### src/sv/slp_pkg.sv
// ----------------------------------------------------------------------------
// slp_pkg
// Shared constants and types for the slot pool buffer manager.
// ----------------------------------------------------------------------------
`timescale 1ns / 1ps
`default_nettype none

package slp_pkg;

  localparam int SLOTS  = 64;
  localparam int SLOT_W = 6;
  localparam int CNT_W  = 7;

  typedef logic [SLOT_W-1:0] slot_t;
  typedef logic [CNT_W-1:0]  cnt_t;

  typedef enum logic [1:0] {
    MODE_ALLOC   = 2'd0,
    MODE_RELEASE = 2'd1,
    MODE_ENQ     = 2'd2,
    MODE_DEQ     = 2'd3
  } mode_t;

  localparam cnt_t FULL_COUNT = CNT_W'(SLOTS);

  // Link value an untouched entry holds after reset.
  function automatic slot_t link_default(input slot_t idx);
    if (idx == SLOT_W'(SLOTS - 1)) begin
      return '0;
    end
    return idx + SLOT_W'(1);
  endfunction

endpackage

`default_nettype wire

### src/sv/slot_pool_with_fifo.sv
// ----------------------------------------------------------------------------
// slot_pool_with_fifo
// Buffer manager over a pool of slots: a LIFO free list and a FIFO of
// allocated slots, both chained through one shared link RAM.
// ----------------------------------------------------------------------------
//  channel  | handshake            | payload
//  ---------+----------------------+---------------------------------------
//  request  | start / busy         | mode, slot_in
//  result   | done (1-cycle pulse) | slot_out, status, free_left, queued
//
//  The link RAM read issued at accept returns in the next cycle, in
//  ST_EXEC, when the lists are updated; done pulses in the following
//  cycle, during which the next transaction may be accepted.
//  Reset restores the initial chain through per-entry valid bits at once,
//  with no clearing pass. The receiver cannot stall; results are pulsed.
// ----------------------------------------------------------------------------
`timescale 1ns / 1ps
`default_nettype none

module slot_pool_with_fifo import slp_pkg::*; (
  input  wire logic              clk,
  input  wire logic              rst,
  input  wire logic              start,
  output logic                   busy,
  input  wire logic [1:0]        mode,
  input  wire logic [SLOT_W-1:0] slot_in,
  output logic                   done,
  output logic      [SLOT_W-1:0] slot_out,
  output logic                   status,
  output logic      [CNT_W-1:0]  free_left,
  output logic      [CNT_W-1:0]  queued
);

  typedef enum logic {
    ST_IDLE,
    ST_EXEC
  } state_t;

  state_t state;

  slot_t free_head;
  cnt_t  free_count;
  slot_t fifo_head;
  slot_t fifo_tail;
  cnt_t  fifo_count;

  mode_t mode_q;
  slot_t slot_q;
  slot_t rd_addr;
  slot_t rd_addr_q;
  logic  rd_valid_q;
  slot_t rdata;
  slot_t link_val;

  logic [SLOTS-1:0] link_valid;

  logic  accept;
  logic  we;
  slot_t waddr;
  slot_t wdata;

  assign accept = start && !busy;
  assign busy   = (state != ST_IDLE);

  // Dequeue on an empty FIFO reads from the free head instead; data unused.
  assign rd_addr = (mode_t'(mode) == MODE_DEQ && fifo_count != '0) ? fifo_head : free_head;

  // Untouched entries still hold their reset chain value.
  assign link_val = rd_valid_q ? rdata : link_default(rd_addr_q);

  always_comb begin
    we    = 1'b0;
    waddr = slot_q;
    wdata = free_head;
    if (state == ST_EXEC) begin
      case (mode_q)
        MODE_RELEASE: begin
          we    = (free_count != FULL_COUNT);
          waddr = slot_q;
          wdata = free_head;
        end
        MODE_ENQ: begin
          we    = (fifo_count != '0) && (fifo_count != FULL_COUNT);
          waddr = fifo_tail;
          wdata = slot_q;
        end
        default: begin
          we = 1'b0;
        end
      endcase
    end
  end

  slp_ram #(
    .WIDTH (SLOT_W),
    .DEPTH (SLOTS)
  ) u_link_ram (
    .clk   (clk),
    .we    (we),
    .waddr (waddr),
    .wdata (wdata),
    .raddr (rd_addr),
    .rdata (rdata)
  );

  always_ff @(posedge clk) begin
    if (rst) begin
      state      <= ST_IDLE;
      done       <= 1'b0;
      free_head  <= '0;
      free_count <= FULL_COUNT;
      fifo_count <= '0;
      link_valid <= '0;
    end else begin
      done <= 1'b0;
      if (we) begin
        link_valid[waddr] <= 1'b1;
      end
      case (state)
        ST_IDLE: begin
          if (accept) begin
            mode_q     <= mode_t'(mode);
            slot_q     <= slot_in;
            rd_addr_q  <= rd_addr;
            rd_valid_q <= link_valid[rd_addr];
            state      <= ST_EXEC;
          end
        end
        ST_EXEC: begin
          state    <= ST_IDLE;
          done     <= 1'b1;
          slot_out <= '0;
          status   <= 1'b0;
          case (mode_q)
            MODE_ALLOC: begin
              if (free_count == '0) begin
                status    <= 1'b1;
                free_left <= free_count;
              end else begin
                slot_out   <= free_head;
                free_head  <= link_val;
                free_count <= free_count - CNT_W'(1);
                free_left  <= free_count - CNT_W'(1);
              end
              queued <= fifo_count;
            end
            MODE_RELEASE: begin
              if (free_count != FULL_COUNT) begin
                free_head  <= slot_q;
                free_count <= free_count + CNT_W'(1);
                free_left  <= free_count + CNT_W'(1);
              end else begin
                free_left <= free_count;
              end
              queued <= fifo_count;
            end
            MODE_ENQ: begin
              if (fifo_count != FULL_COUNT) begin
                if (fifo_count == '0) begin
                  fifo_head <= slot_q;
                end
                fifo_tail  <= slot_q;
                fifo_count <= fifo_count + CNT_W'(1);
                queued     <= fifo_count + CNT_W'(1);
              end else begin
                queued <= fifo_count;
              end
              free_left <= free_count;
            end
            default: begin
              if (fifo_count == '0) begin
                status <= 1'b1;
                queued <= fifo_count;
              end else begin
                slot_out   <= fifo_head;
                fifo_head  <= link_val;
                fifo_count <= fifo_count - CNT_W'(1);
                queued     <= fifo_count - CNT_W'(1);
              end
              free_left <= free_count;
            end
          endcase
        end
        default: begin
          state <= ST_IDLE;
        end
      endcase
    end
  end

endmodule

`default_nettype wire

### src/sv/slp_ram.sv
// ----------------------------------------------------------------------------
// slp_ram
// Generic single-port-write, single-port-read RAM with registered read data.
// ----------------------------------------------------------------------------
`timescale 1ns / 1ps
`default_nettype none

module slp_ram #(
  parameter int WIDTH = 8,
  parameter int DEPTH = 64
) (
  input  wire logic                     clk,
  input  wire logic                     we,
  input  wire logic [$clog2(DEPTH)-1:0] waddr,
  input  wire logic [WIDTH-1:0]         wdata,
  input  wire logic [$clog2(DEPTH)-1:0] raddr,
  output logic      [WIDTH-1:0]         rdata
);

  logic [WIDTH-1:0] mem [DEPTH];

  always_ff @(posedge clk) begin
    if (we) begin
      mem[waddr] <= wdata;
    end
    rdata <= mem[raddr];
  end

endmodule

`default_nettype wire

### config.mk
export PLATFORM = sky130hd
export DESIGN_NAME = slot_pool_with_fifo
export DESIGN_NICKNAME = d
export VERILOG_FILES = /design/src/sv/slp_pkg.sv /design/src/sv/slot_pool_with_fifo.sv /design/src/sv/slp_ram.sv
export SDC_FILE = /design/constraint.sdc
export NUM_CORES = 1
export LEC_CHECK = 0
export BUFFER_PORTS_ARGS = -buffer_cell sky130_fd_sc_hd__buf_2
export CAP_MARGIN = 5
export CORE_ASPECT_RATIO = 1.4
export CORE_MARGIN = 4
export CORE_UTILIZATION = 57
export DETAILED_ROUTE_END_ITERATION = 12
export PLACE_DENSITY = 0.76
export SLEW_MARGIN = 15
export SYNTH_ARGS = -nofsm -noshare
export SYNTH_HDL_FRONTEND = slang
export SYNTH_SLANG_ARGS = --single-unit
export TNS_END_PERCENT = 30
### constraint.sdc
create_clock -name clk -period 3.75 [get_ports clk]
set_input_delay 0.75 -clock clk [delete_from_list [all_inputs] [get_ports clk]]
set_output_delay 0.75 -clock clk [all_outputs]
set_load 0.005 [all_outputs]
==> metrics.md <==
| Metric | Value |
|---|---|
| Rel. slew slack | `42.07%` |
| CTS Hold Buffers Added | `0` |
| Peak fanout along the critical path | `23` |
| Flops & latches, synth | `524` |
| Die ar. | `41710 um2` |
| Ant diodes | `0` |
| Max Buffers Root-to-Sink | `3` |
| Clock Latency Late Sink | `0.57 ns` |
| Number of global-route vias before repair | `14.22k` |
| Post-Synth Adder-Cell Area | `0.5136%` |
| Tcrit/Tclk final | `98.81%` |
| Max VDD drop | `0.0003021 V` |
| Post-DP Area | `22810 um2` |
| Core area | `37840 um2` |
| Ys flop type | `edfxtp_1` |
| Largest family of logic cells by synthesized area | `compound AO/OA/AOI/OAI gates` |
| Initial core utilization | `57.95%` |
| Worst Path Arrival | `4.11 ns` |
| Post-Synthesis Cells | `1659` |
| CP Cell Sequence | `inv_1 > ha_1 > or3b_1 > buf_4 > o211ai_4 > buf_12 > mux2_2 > a21oi_1 > or4_1 > o41ai_2 > nand4_1` |
| Tmin final | `3.705 ns` |
| CP max stage cell | `o41ai_2` |
| WL per Instance | `25.19 um` |
| Width of the die | `173.8 um` |
| H-tree levels | `2` |
| DR DRC count | `0` |
| Clock Root Buffer | `clkbuf_16` |
| Critical path required time | `4.16 ns` |
| GPL Wtd Cong | `0.9460` |
| Clk_skew | `0.01860 ns` |
| Routed WL | `55.55 mm` |
| CTS buffer count | `47` |
| Leakage power | `8.885 nW` |
| Fin. Hold Viols | `0` |
| Syn_area_per_cell | `13.22 um2` |
| Clk slew on worst S/H paths | `0.07 ns` |
| Synthesis warning total | `0` |
| Residual overflow from global routing | `0` |
| Syn_nets | `1679` |
| Max Slew Vio Count | `0` |
| Nature of the critical path startpoint | `flop` |
| Area growth syn-to-layout | `11.68%` |
| Final setup fails | `0` |
| Post-Syn Area | `21920 um2` |
| Antenna viol nets, final | `0` |
| Critical path type | `flop to flop` |
| First-pass GRT wire length | `85.05 mm` |
| Vias/cell | `6.605` |
| Mux cell area share after synthesis | `6.985%` |
| Synth Area in Compound Gates | `12.32%` |
| 1st-iter DRT viols | `1874` |
| Antenna violations before repair | `1` |
| XOR/XNOR share of the synthesized area | `0.2796%` |
| CP peak stage delay | `0.60 ns` |
| Design area | `24490 um2` |
| Via Count | `14.57k` |
| Pin count of the biggest net entering global routing | `65` |
| Post-Synth Simple-Gate Area | `9.736%` |
| RSZ-0062 raised after global routing | `yes` |
| CTS tree | `built` |
| Buf+Inv Stages, Crit Path | `3` |
| CTS sink count | `524` |
| Total track usage | `26.34%` |
| Path category of the worst min-delay check | `primary input to flop` |
| Maxcap violations | `0` |
| F_max | `0.2699 GHz` |
| Drt first pass iters | `6` |
| Slew @ Worst Pin | `0.8658 ns` |
| Status | `complete, no violations` |
| Pwr dens | `489.5 nW/um2` |
| IO Pins | `34` |
| CP endpoint kind | `flop` |
| Seq/Total Area, Yosys | `67.57%` |
| Die Y | `240.1 um` |
| Synth async-reset ratio | `0%` |
| Post-synth EDFFs | `432` |
| Final nets | `1713` |
| Port bufs | `33` |
| Power Total | `11.99 mW` |
| Proportion of layout cells with a drive suffix above 1 | `12.47%` |
| Post-DP HPWL | `35.99 mm` |
| Row count | `84` |
| CP top delay family | `simple AND/OR/NAND/NOR gates` |
| Yosys cell types | `72` |
| Utilization after layout | `64.72%` |
==> placed cells by master (no fill, tap or decap), types with 23 or more instances in the layout <==
cell / count
a211oi_1: 23
mux2i_1: 111
buf_4: 48
o21a_1: 65
nand3_1: 89
buf_2: 33
nor2_1: 108
dfxtp_1: 92
and3_1: 35
a21oi_1: 100
clkbuf_16: 51
o21ai_0: 86
edfxtp_1: 432
nand2_1: 126
==> registers in the layout, summed over array words and instances (netlist names) <==
signal,flops
fifo_tail,6
busy,1
status,1
u_link_ram.mem,384
free_left,7
slot_out,6
rd_addr_q,6
link_valid,64
mode_q,2
free_count,7
u_link_ram.rdata,6
fifo_count,7
free_head,6
fifo_head,6
done,1
queued,7
rd_valid_q,1
slot_q,6
==> synth_stat cells, types with 7 or more instances <==
master	number	area, um2
edfxtp_1	432	12970
nand2_1	126	473.0
mux2i_1	111	1111
nor2_1	108	405.4
a21oi_1	101	505.5
dfxtp_1	92	1842
nand3_1	89	445.4
o21ai_0	86	430.4
clkbuf_1	72	270.3
o21a_1	65	488.0
and3_1	35	219.0
a211oi_1	23	172.7
inv_1	18	67.56
mux2_2	18	202.7
o22ai_1	18	112.6
a31oi_1	16	100.1
nor3_1	15	75.07
buf_2	14	70.07
nand2b_1	14	87.58
o41ai_1	13	113.9
a222oi_1	12	120.1
or4_1	12	90.09
a2111oi_0	10	87.58
buf_4	10	75.07
ha_1	9	112.6
mux4_2	9	202.7
nor2b_1	9	56.30
nor3b_1	8	60.06
a22o_1	7	61.31
buf_1	7	26.28
==> final cells by class <==
cell class	instances	area, um2
clock buffer	70	1398
tap	473	591.8
multi-input combinational	1008	6711
sequential	524	14810
fill	2693	13350
inverter	20	75.07
timing repair buffer	92	745.7
clock inverter	18	150.1
==> worst paths after layout <==
kind	endpoint	slack (ns)	start	depth (start not counted)
worst min-delay path	slot_q[5]	0.36	slot_in[5]	1
worst max-delay path	u_link_ram.rdata[2]	0.04	fifo_count[1]	11
worst max register to register	u_link_ram.rdata[2]	0.04	fifo_count[1]	11
worst min register to register	link_valid[48]	0.46	link_valid[48]	1
==> per-stage QoR <==
step,TNS [ns],instances,hold slack [ns],setup slack [ns]
final,0,2205,0.3554,0.04457
after global routing,-0.02714,2205,0.3373,-0.02714
after CTS,0,2205,0.3339,0.003428
after detailed placement,-1.029,2117,0.4459,-0.2978
after global placement,-0.9065,2117,0.4413,-0.3303
after floorplan,0,1659,0.4325,0.2235
==> where the power goes <==
group          internal, mW  switching (mW)  leakage [nW]
sequential             6.32          0.0403          4.74
combinational         0.290           0.550          3.38
clock                  2.73            2.06         0.766
==> worst register-to-register path, delay by kind of cell, from the launching register on <==
kind | cells | cell delay, ns
AND/OR/NAND/NOR | 3 | 1.15
AO/OA/AOI/OAI | 3 | 0.91
multiplexers | 1 | 0.50
buffers and inverters | 3 | 0.48
flip-flops | 1 | 0.36
adder cells (fa/ha/maj) | 1 | 0.16
==> metal layers <==
metal	track usage [%]	vias up	wire, um
li1	-	6432	-
met1	32.89	7140	20370
met2	44.73	809	27610
met3	4.483	182	4459
met4	13.37	2	3099
met5	0	-	16
==> cell families (layout without fill, tap and decap cells) <==
| group | Yosys count | after routing |
|---|---|---|
| XOR/XNOR | 7 | 7 |
| AND/OR/NAND/NOR | 447 | 447 |
| multiplexers | 139 | 139 |
| buffers and inverters | 127 | 200 |
| AO/OA/AOI/OAI | 406 | 406 |
| adder cells (fa/ha/maj) | 9 | 9 |
| flip-flops | 524 | 524 |
==> repair_timing <==
item / 4_1_cts / 5_1_grt
endpoints found under the hold margin: 0 / 0
gates cloned: 0 / 0
gates resized for setup: 8 / 7
setup endpoints to repair: 5 / 6
setup buffers: 0 / 0
(Power assumes the default switching activity.)
